==> src/design/wrrqs_pkg.sv <==
// Shared types and constants for the weighted round-robin queue selector.
// No dependencies; used by the top level and the checker.
`timescale 1ns / 1ps
`default_nettype none

package wrrqs_pkg;

  // Default sizing
  localparam int NumQueuesDef  = 4;
  localparam int CreditBitsDef = 16;

  // Fixed field widths
  localparam int WeightRegs    = 4;   // queues that have a weight register
  localparam int WeightIdxBits = 2;   // $clog2(WeightRegs)
  localparam int WeightBits    = 8;
  localparam int MaskBits      = 4;
  localparam int CfgIndexBits  = 3;
  localparam int CfgDataBits   = 8;
  localparam int GrantBits     = 2;

  // Register map
  localparam logic [CfgIndexBits-1:0] RegWeightQ0  = 3'd0;
  localparam logic [CfgIndexBits-1:0] RegBoostAmt  = 3'd4;

  // Request opcodes
  localparam logic OpSelect = 1'b0;
  localparam logic OpBoost  = 1'b1;

  typedef enum logic [1:0] {
    StatusGrant   = 2'd0,
    StatusNoGrant = 2'd1,
    StatusBoost   = 2'd2
  } status_e;

endpackage

`default_nettype wire

==> src/design/wrrqs_search.sv <==
// Rotating priority search: first eligible queue after the start position.
// Depends on nothing but its parameter; instantiated by the top level.
`timescale 1ns / 1ps
`default_nettype none

module wrrqs_search #(
  parameter int NumQueues = 4
) (
  input  wire logic [NumQueues-1:0]         elig_i,
  input  wire logic [$clog2(NumQueues)-1:0] start_i,
  output logic                              found_o,
  output logic [$clog2(NumQueues)-1:0]      index_o
);

  localparam int IdxW = $clog2(NumQueues);

  // pos[k-1] = (start + k) mod NumQueues, for k = 1..NumQueues
  logic [IdxW:0] pos_raw [NumQueues];
  logic [IdxW-1:0] pos [NumQueues];

  for (genvar k = 0; k < NumQueues; k++) begin : g_pos
    assign pos_raw[k] = {1'b0, start_i} + (IdxW+1)'(k + 1);
    always_comb begin
      if (pos_raw[k] >= (IdxW+1)'(NumQueues)) begin
        pos[k] = IdxW'(pos_raw[k] - (IdxW+1)'(NumQueues));
      end else begin
        pos[k] = pos_raw[k][IdxW-1:0];
      end
    end
  end

  // Walk from the farthest offset back so the nearest hit wins
  always_comb begin
    found_o = 1'b0;
    index_o = '0;
    for (int k = NumQueues - 1; k >= 0; k--) begin
      if (elig_i[pos[k]]) begin
        found_o = 1'b1;
        index_o = pos[k];
      end
    end
  end

endmodule

`default_nettype wire

==> src/design/weighted_round_robin_queue_select.sv <==
// A request passes from the input register to the result register.
// Throughput: one request per cycle unless a held result stalls; credits and last
// grant update in the same cycle that the request leaves the input register, via
// two rotating searches (current credits, reloaded weights) in parallel.
// Reset: credits and last grant clear, weights go to 1, boost amount to 0.
// Uses wrrqs_pkg and wrrqs_search.
`timescale 1ns / 1ps
`default_nettype none

module weighted_round_robin_queue_select #(
  parameter int NumQueues  = wrrqs_pkg::NumQueuesDef,
  parameter int CreditBits = wrrqs_pkg::CreditBitsDef
) (
  input  wire logic                                 clk_i,
  input  wire logic                                 rst_ni,
  // request channel
  input  wire logic                                 in_valid_i,
  output logic                                      in_stall_o,
  input  wire logic                                 op_i,
  input  wire logic [wrrqs_pkg::MaskBits-1:0]       nonempty_mask_i,
  input  wire logic [wrrqs_pkg::MaskBits-1:0]       preferred_mask_i,
  // result channel
  output logic                                      out_valid_o,
  input  wire logic                                 out_stall_i,
  output logic [1:0]                                status_o,
  output logic [wrrqs_pkg::GrantBits-1:0]           grant_index_o,
  // configuration
  input  wire logic                                 cfg_valid_i,
  output logic                                      cfg_ready_o,
  input  wire logic [wrrqs_pkg::CfgIndexBits-1:0]   cfg_index_i,
  input  wire logic [wrrqs_pkg::CfgDataBits-1:0]    cfg_data_i
);

  localparam int IdxW = $clog2(NumQueues);

  // Configuration registers
  logic [wrrqs_pkg::WeightBits-1:0] weight_q [wrrqs_pkg::WeightRegs];
  logic [wrrqs_pkg::WeightBits-1:0] boost_q;

  assign cfg_ready_o = 1'b1;

  always_ff @(posedge clk_i or negedge rst_ni) begin
    if (!rst_ni) begin
      for (int i = 0; i < wrrqs_pkg::WeightRegs; i++) begin
        weight_q[i] <= wrrqs_pkg::WeightBits'(1);
      end
      boost_q <= '0;
    end else if (cfg_valid_i && cfg_ready_o) begin
      if (cfg_index_i < wrrqs_pkg::RegBoostAmt) begin
        weight_q[cfg_index_i[wrrqs_pkg::WeightIdxBits-1:0]] <= cfg_data_i;
      end else if (cfg_index_i == wrrqs_pkg::RegBoostAmt) begin
        boost_q <= cfg_data_i;
      end
    end
  end

  // Input register
  logic                              a_valid_q;
  logic                              a_op_q;
  logic [wrrqs_pkg::MaskBits-1:0]    a_ne_q;
  logic [wrrqs_pkg::MaskBits-1:0]    a_pref_q;

  // Result register
  logic                              b_valid_q;
  wrrqs_pkg::status_e                b_status_q;
  logic [wrrqs_pkg::GrantBits-1:0]   b_grant_q;

  logic take_b;
  logic in_fire;

  assign take_b     = a_valid_q && (!b_valid_q || !out_stall_i);
  assign in_stall_o = a_valid_q && !take_b;
  assign in_fire    = in_valid_i && !in_stall_o;

  always_ff @(posedge clk_i or negedge rst_ni) begin
    if (!rst_ni) begin
      a_valid_q <= 1'b0;
    end else if (in_fire) begin
      a_valid_q <= 1'b1;
    end else if (take_b) begin
      a_valid_q <= 1'b0;
    end
  end

  always_ff @(posedge clk_i) begin
    if (in_fire) begin
      a_op_q   <= op_i;
      a_ne_q   <= nonempty_mask_i;
      a_pref_q <= preferred_mask_i;
    end
  end

  // Arbitration state
  logic [CreditBits-1:0] credit_q [NumQueues];
  logic [CreditBits-1:0] credit_d [NumQueues];
  logic [IdxW-1:0]       last_q;
  logic [IdxW-1:0]       last_d;

  logic [CreditBits-1:0] reload   [NumQueues];
  logic [CreditBits-1:0] boosted  [NumQueues];
  logic [CreditBits:0]   boost_sum [NumQueues];
  logic [NumQueues-1:0]  nonempty;
  logic [NumQueues-1:0]  preferred;
  logic [NumQueues-1:0]  elig_now;
  logic [NumQueues-1:0]  elig_reload;

  // Queues beyond the mask / weight registers are never active and reload to zero
  for (genvar q = 0; q < NumQueues; q++) begin : g_queue
    if (q < wrrqs_pkg::MaskBits) begin : g_masked
      assign nonempty[q]  = a_ne_q[q];
      assign preferred[q] = a_pref_q[q];
    end else begin : g_unmasked
      assign nonempty[q]  = 1'b0;
      assign preferred[q] = 1'b0;
    end

    if (q < wrrqs_pkg::WeightRegs) begin : g_weighted
      assign reload[q] = CreditBits'(weight_q[q]);
    end else begin : g_unweighted
      assign reload[q] = '0;
    end

    assign boost_sum[q] = {1'b0, credit_q[q]} + (CreditBits+1)'(boost_q);
    assign boosted[q]   = !preferred[q]        ? credit_q[q] :
                          boost_sum[q][CreditBits] ? '1 :
                          boost_sum[q][CreditBits-1:0];

    assign elig_now[q]    = nonempty[q] && (credit_q[q] != '0);
    assign elig_reload[q] = nonempty[q] && (reload[q] != '0);
  end

  logic            found_now;
  logic [IdxW-1:0] idx_now;
  logic            found_reload;
  logic [IdxW-1:0] idx_reload;

  wrrqs_search #(
    .NumQueues (NumQueues)
  ) u_search_now (
    .elig_i  (elig_now),
    .start_i (last_q),
    .found_o (found_now),
    .index_o (idx_now)
  );

  wrrqs_search #(
    .NumQueues (NumQueues)
  ) u_search_reload (
    .elig_i  (elig_reload),
    .start_i (last_q),
    .found_o (found_reload),
    .index_o (idx_reload)
  );

  wrrqs_pkg::status_e              res_status;
  logic [wrrqs_pkg::GrantBits-1:0] res_grant;

  always_comb begin
    for (int q = 0; q < NumQueues; q++) begin
      credit_d[q] = credit_q[q];
    end
    last_d     = last_q;
    res_status = wrrqs_pkg::StatusGrant;
    res_grant  = '0;

    if (a_op_q == wrrqs_pkg::OpBoost) begin
      for (int q = 0; q < NumQueues; q++) begin
        credit_d[q] = boosted[q];
      end
      res_status = wrrqs_pkg::StatusBoost;
    end else if (found_now) begin
      for (int q = 0; q < NumQueues; q++) begin
        if (IdxW'(q) == idx_now) begin
          credit_d[q] = credit_q[q] - CreditBits'(1);
        end
      end
      last_d    = idx_now;
      res_grant = wrrqs_pkg::GrantBits'(idx_now);
    end else begin
      // Nothing eligible: reload every credit, then retry from the same start
      for (int q = 0; q < NumQueues; q++) begin
        credit_d[q] = reload[q];
        if (found_reload && (IdxW'(q) == idx_reload)) begin
          credit_d[q] = reload[q] - CreditBits'(1);
        end
      end
      if (found_reload) begin
        last_d    = idx_reload;
        res_grant = wrrqs_pkg::GrantBits'(idx_reload);
      end else begin
        res_status = wrrqs_pkg::StatusNoGrant;
      end
    end
  end

  always_ff @(posedge clk_i or negedge rst_ni) begin
    if (!rst_ni) begin
      for (int q = 0; q < NumQueues; q++) begin
        credit_q[q] <= '0;
      end
      last_q <= '0;
    end else if (take_b) begin
      for (int q = 0; q < NumQueues; q++) begin
        credit_q[q] <= credit_d[q];
      end
      last_q <= last_d;
    end
  end

  always_ff @(posedge clk_i or negedge rst_ni) begin
    if (!rst_ni) begin
      b_valid_q <= 1'b0;
    end else if (take_b) begin
      b_valid_q <= 1'b1;
    end else if (!out_stall_i) begin
      b_valid_q <= 1'b0;
    end
  end

  always_ff @(posedge clk_i) begin
    if (take_b) begin
      b_status_q <= res_status;
      b_grant_q  <= res_grant;
    end
  end

  assign out_valid_o   = b_valid_q;
  assign status_o      = b_status_q;
  assign grant_index_o = b_grant_q;

endmodule

`default_nettype wire

==> config.mk <==
export PLATFORM = sky130hd
export DESIGN_NAME = weighted_round_robin_queue_select
export DESIGN_NICKNAME = d
export VERILOG_FILES = /design/src/design/wrrqs_pkg.sv /design/src/design/wrrqs_search.sv /design/src/design/weighted_round_robin_queue_select.sv
export SDC_FILE = /design/constraint.sdc
export NUM_CORES = 1
export LEC_CHECK = 0
export ABC_AREA = 1
export BUFFER_PORTS_ARGS = -buffer_cell sky130_fd_sc_hd__buf_2
export CORE_UTILIZATION = 55
export DETAILED_ROUTE_END_ITERATION = 10
export PLACE_DENSITY = 0.72
export SLEW_MARGIN = 5
export SYNTH_ARGS = -nofsm -noshare
export SYNTH_HDL_FRONTEND = slang
export SYNTH_SLANG_ARGS = --single-unit
export TNS_END_PERCENT = 20
==> constraint.sdc <==
create_clock -name clk_i -period 2.99 [get_ports clk_i]
set_clock_uncertainty 0.05 [all_clocks]
set_input_delay 0.299 -clock clk_i [delete_from_list [all_inputs] [get_ports clk_i]]
set_output_delay 0.299 -clock clk_i [all_outputs]
set_load 0.05 [all_outputs]
== Word level (Yosys, flattened, before mapping) ==
Index checks and enable logic that the tools add are counted.
W data, S select, Z words.

* $add $sub $neg: 20
* $mul: 0
* Div/mod/pow operators: 0
* $lt $le $gt $ge: 11
* Equal/unequal tests: 16
* Shifts and indexed selects: 0
* Mux-type cells: 66
* Bitwise logic cells: 3
* Reductions and logical operators: 41

{| class="wikitable"
|+ Operator list
! cell !! number
|-
| $mux W16 || 16
|-
| $mux W64 || 2
|-
| $reduce_bool A16 Y1 || 8
|-
| $add A16 B8 Y17 || 4
|-
| $sub A16 B1 Y16 const B || 4
|-
| $sub A8 B1 Y9 const B || 4
|-
| $bwmux W32 || 1
|-
| $mux W2 || 16
|-
| $mux W1 || 21
|-
| $reduce_and A3 Y1 || 6
|-
| $bmux W1 S2 || 8
|-
| $demux W8 S2 || 1
|-
| $logic_and A1 B1 Y1 || 16
|-
| $ge A3 B3 Y1 const B || 5
|-
| $lt A2 B3 Y1 const B || 4
|-
| $ne A3 B2 Y1 const B || 4
|-
| $ne A2 B1 Y1 const B || 5
|-
| $eq A2 B2 Y1 const A || 4
|-
| $mux W8 || 1
|-
| $sub A2 B1 Y2 const B || 4
|-
| $add A2 B2 Y3 const B || 2
|-
| $eq A1 B2 Y1 const A || 2
|-
| $logic_not A1 Y1 || 4
|-
| $logic_not A2 Y1 || 2
|-
| 11 further kinds || 13
|}

* Bits in registers: 121
* Bits in latches: 0
* Bits in writable memories: 0
* Bits in read-only memories: 0
* Input bits: 25
* Output and inout port bits: 7
* Word-level logic and storage cells: 175
* Memories: 0

== Depth between registers and ports, before layout ==
* Depth in word-level cells: 14
* Depth in mapped cells: 22

== By module ==
Synthesis repeated with hierarchy kept, for this count alone.

* Cells, all modules: 1751
* Area total of the unflattened synthesis: 10988.0 sq um

{| class="wikitable"
|+ Modules (own cells, without submodules)
! module !! instances !! cells an instance !! area an instance (sq um) !! seq. area each (sq um)
|-
| weighted_round_robin_queue_select || 1 || 1649 || 10495.1 || 3098.0
|-
| wrrqs_search || 2 || 51 || 246.5 || 0.0
|}

== Least setup slack after synthesis ==
OpenSTA, ideal clock, no wires.

* Kind: register -> register
* Start: register boost_q[0] in the netlist's numbering
* End: register credit_q[53] in the netlist's numbering
* Arrival time: 2.445 ns
* Setup slack: 0.430 ns
* Stages on the path, launching flop included: 14
* Clock period less this slack: 2.560 ns
* Cell sequence: dfrtp_1 > ha_1 > inv_1 > fa_1 > o221ai_1 > nand2_1 > nand2_1 > nand2_1 > nor2_1 > nand2_1 > nand2_1 > o22ai_1 > nand3b_1 > nand2_1

* Cells in the longest elaborated chain, start to end: 4

{| class="wikitable"
|+ Ends and longest elaborated chain
! what !! RTL line !! text
|-
| start, declared || weighted_round_robin_queue_select.sv:38 || <nowiki>logic [wrrqs_pkg::WeightBits-1:0] boost_q;</nowiki>
|-
| start signal, assigned || weighted_round_robin_queue_select.sv:52 || <nowiki>boost_q <= cfg_data_i;</nowiki>
|-
| $add A16 B8 Y17 || weighted_round_robin_queue_select.sv:123 || <nowiki>assign boost_sum[q] = {1'b0, credit_q[q]} + (CreditBits+1)'(boost_q);</nowiki>
|-
| $mux W16 || weighted_round_robin_queue_select.sv:125 || <nowiki>boost_sum[q][CreditBits] ? '1 :</nowiki>
|-
| $mux W16 || weighted_round_robin_queue_select.sv:124 || <nowiki>assign boosted[q] = !preferred[q] ? credit_q[q] :</nowiki>
|-
| $mux W64 || weighted_round_robin_queue_select.sv:166 || <nowiki>if (a_op_q == wrrqs_pkg::OpBoost) begin</nowiki>
|-
| end signal, assigned by index || weighted_round_robin_queue_select.sv:204 || <nowiki>credit_q[q] <= credit_d[q];</nowiki>
|-
| end, declared || weighted_round_robin_queue_select.sv:94 || <nowiki>logic [CreditBits-1:0] credit_q [NumQueues];</nowiki>
|}

No other way between the ends. The select of a mux whose other input is x is not followed.
A chain may end at the register's enable or synchronous reset.

== Worst setup path in the final report ==
* Start: register boost_q[5] in the netlist's numbering
* End: register credit_q[20] in the netlist's numbering

Same word-level chain as after synthesis.

==> impl_results.md <==
* Diodes inserted at 0
* Setup WS pre-CTS at 0.0212 ns
* Post-synthesis cell type count at 59
* Root Buffer: clkbuf_16
* CTS buffer count at 17
* Max_cap viols at 0
* Net count after synthesis at 1,558
* Gr usage total at 31.7%
* Iteration-0 DRC count of the detailed router at 986
* Final period util at 95.2%
* #FFs+latches synth at 121
* Synth Cell Area at 0.0102 sq mm
* Failing checks: DRC
* Final Hold Vio Count at 0
* Syn Inst Count at 1,487
* WL/cell at 16.6 um
* Fraction of layout cells with a size suffix above 1 at 12.8%
* Buffers & Inverters on Critical Path at 0
* Final hold slack at 0.0895 ns
* Final setup viols at 0
* Critical Path End Type: register
* Core area at 0.0181 sq mm
* Post-synthesis xor/xnor area fraction at 7.69%
* Worst path cell trace: ha_1, a21oi_1, o21ai_0, a31oi_1, nor3_1, a21oi_1, nand2_1, o21ai_0, nand3b_2, nand2_1
* Layout area overhead at 12.9%
* RSZ-0062 raised after global routing: yes
* GRT overflow at 0
* Crit path time final at 2.85 ns
* Mux share of post-synthesis cell area at 0%
* Max IR drop VDD at 991 uV
* First-pass DRT Iterations at 9
* Highest Clock Rate at 351 MHz
* CP max FO at 7
* CP max-delay cell: dfrtp_1
* # port buffers at 30
* Crit path max-delay family: compound AO/OA/AOI/OAI gates
* Register Area at 0.00310 sq mm
* Nets at 1,615
* Overall power at 12.1 mW
* Pwr dens at 1050 mW/mm^2
* Static Leak at 5.60 nW
* FILL cells at 1,615
* Post-detail-place hpwl at 21.4 mm
* Crit Path Class: reg -> reg
* Reg clk slew, reported paths at 0.06 ns
* Clock Path Buffers at 2
* Cell area after layout at 0.0115 sq mm
* Fin worst setup slack at 0.144 ns
* Relative slew margins at 56.8%
* CP max stage delay at 0.63 ns
* Global-route wire length before repair at 48.1 mm
* Synth Area in Simple Gates at 33.8%
* Worst-Skew Late Latency at 0.43 ns
* Largest net degree at the start of global routing at 109
* Compound-Gate Fraction of Synth Area at 13.9%
* Area after DPL at 0.0107 sq mm
* Number of global-route vias before repair at 9,513
* CTS Sinks at 121
* Initial antenna violation count at 1
* Via/cell ratio at 5.71
* Sequential fraction of the synthesis area at 30.3%
* Number of synthesized flops with an enable pin at 13
* Initial core utilization at 56.6%
* H-tree depth at 4
* Setup TNS at 0 ns
* Arrival @ worst endpoint at 3.12 ns
* Asr flop ratio synth at 89.3%
* Routed wire length at 29.6 mm
* Status: complete, but fails checks
* I/O Pins at 32
* Post-synth top flop: dfrtp_1
* Post-synthesis adder-cell area fraction at 5.92%
* Antenna-violating nets left at 0
* Residual DRC at 2
* Final Slew Violations at 0
* CP startpoint kind: register
* Syn_area_per_cell at 6.88 sq um
* Slew at the pin with the worst max-slew slack at 0.648 ns
* Worst EP required at 3.26 ns
* Vias post-DR at 10,200
* Synth warn at 0
* TritonCTS clock tree: yes
* Multi-input combinational cell area at 0.00641 sq mm
* Die area at 0.0192 sq mm
* Gp weighted congestion at 0.968
* Row count at 49
* DIE HEIGHT at 138 um
* Worst R2R Setup Slack at 0.14 ns
* Largest family of logic cells by synthesized area: simple AND/OR/NAND/NOR gates
* Die Wd at 138 um
* Min-Delay Path Class: in -> reg
[report_power, final]
group	switching, mW	internal (mW)
clock network	0.838	1.19
logic	4.58	2.57
registers	0.768	2.20
total	6.19	5.96
[flip-flops by register name (all words and copies together) (netlist names)]
signal	cells
credit_q	64
reload	32
boost_q	8
a_ne_q	4
a_pref_q	4
grant_index_o	2
last_q	2
status_o	2
a_op_q	1
a_valid_q	1
out_valid_o	1
[metrics by stage]
stage          utilization (%)  cells
2_1_floorplan                -   1487
3_3_place_gp              59.2   1740
3_5_place_dp              59.2   1740
4_1_cts                   62.9   1782
5_1_grt                   63.8   1786
6_report                  63.8   1786
[worst min-delay path: stages]
cell and delay, ns:
buf_2 0.07, nand2_1 0.09, nand2_1 0.07
[routing by layer]
layer	wire length (um)	share of wire (%)	track usage, %
met5	13	0.044	0
met4	908	3.1	11.5
met3	2340	7.9	6.75
met2	13200	44	49.2
met1	13200	45	43.7
[cells by family (layout without fill, tap and decap cells)]
logic type,after synthesis,count (layout)
buf+inv,196,264
other cells,1,1
simple gates,775,777
compound gates,259,259
xor+xnor,89,89
flops,121,121
fa+ha+maj,46,46
[cells in the final DEF, fill, tap and decap left out, drive strengths merged]
cell type	netlist	final
xnor2	25	25
nand3	125	125
a21boi	1	1
nand2	445	446
o21bai	2	2
o22ai	9	9
edfxtp	13	13
clkinv	0	3
conb	1	1
o41ai	1	1
clkinvlp	0	4
a21oi	60	60
xor2	64	64
nand3b	11	11
o21ai	163	163
nor3	29	29
and3	1	1
fa	4	4
nand4	25	25
a211oi	2	2
o31ai	2	2
dfrtp	104	104
ha	42	42
a22oi	1	1
inv	155	158
nor2	126	127
o211ai	3	3
clkbuf	14	22
nor3b	2	2
dlygate4sd3	0	10
a21o	2	2
dfstp	4	4
nor4	5	5
o221ai	2	2
buf	27	67
or2	6	6
a31oi	11	11
[synthesized netlist by cell type (all sizes together) (5+ instances only)]
library cell,instances,area (sq um)
a21oi,60,327
nor4,5,31.3
clkbuf,14,53.8
nand2,445,1760
nor3,29,150
nand3,125,686
ha,42,526
o21ai,163,850
edfxtp,13,390
inv,155,602
a31oi,11,68.8
xnor2,25,226
buf,27,201
nand4,25,156
o22ai,9,56.3
nand3b,11,90.1
dfrtp,104,2600
nor2,126,524
xor2,64,561
or2,6,37.5
[final cells by class]
cell class                 instances  area share [%]
clock buffer                      22            4.29
clock inverter                    10           0.715
inverter                         155            5.30
multi-input combinational       1172            55.5
sequential                       121            26.8
tap                              229            2.48
timing repair buffer              77            4.84
[path summary, 6_finish.rpt]
kind	from	end	depth (start not counted)
min reg2reg	reload[21]$_DFFE_PN0P_	reload[21]$_DFFE_PN0P_	2
min	out_stall_i	out_valid_o$_DFFE_PN0P_	3
min in group asynchronous	rst_ni	credit_q[29]$_DFFE_PN0P_	3
max reg2reg	boost_q[5]$_DFFE_PN0P_	credit_q[20]$_DFFE_PN0P_	10
max in group asynchronous	rst_ni	boost_q[0]$_DFFE_PN0P_	3
max	boost_q[5]$_DFFE_PN0P_	credit_q[20]$_DFFE_PN0P_	10
[timing repair]
item	CTS	global route
resized for setup	0	38
setup buffers	0	2
hold buffers	10	0
hold endpoints to repair	113	0
setup endpoints to repair	0	50
(Power assumes the default switching activity.)
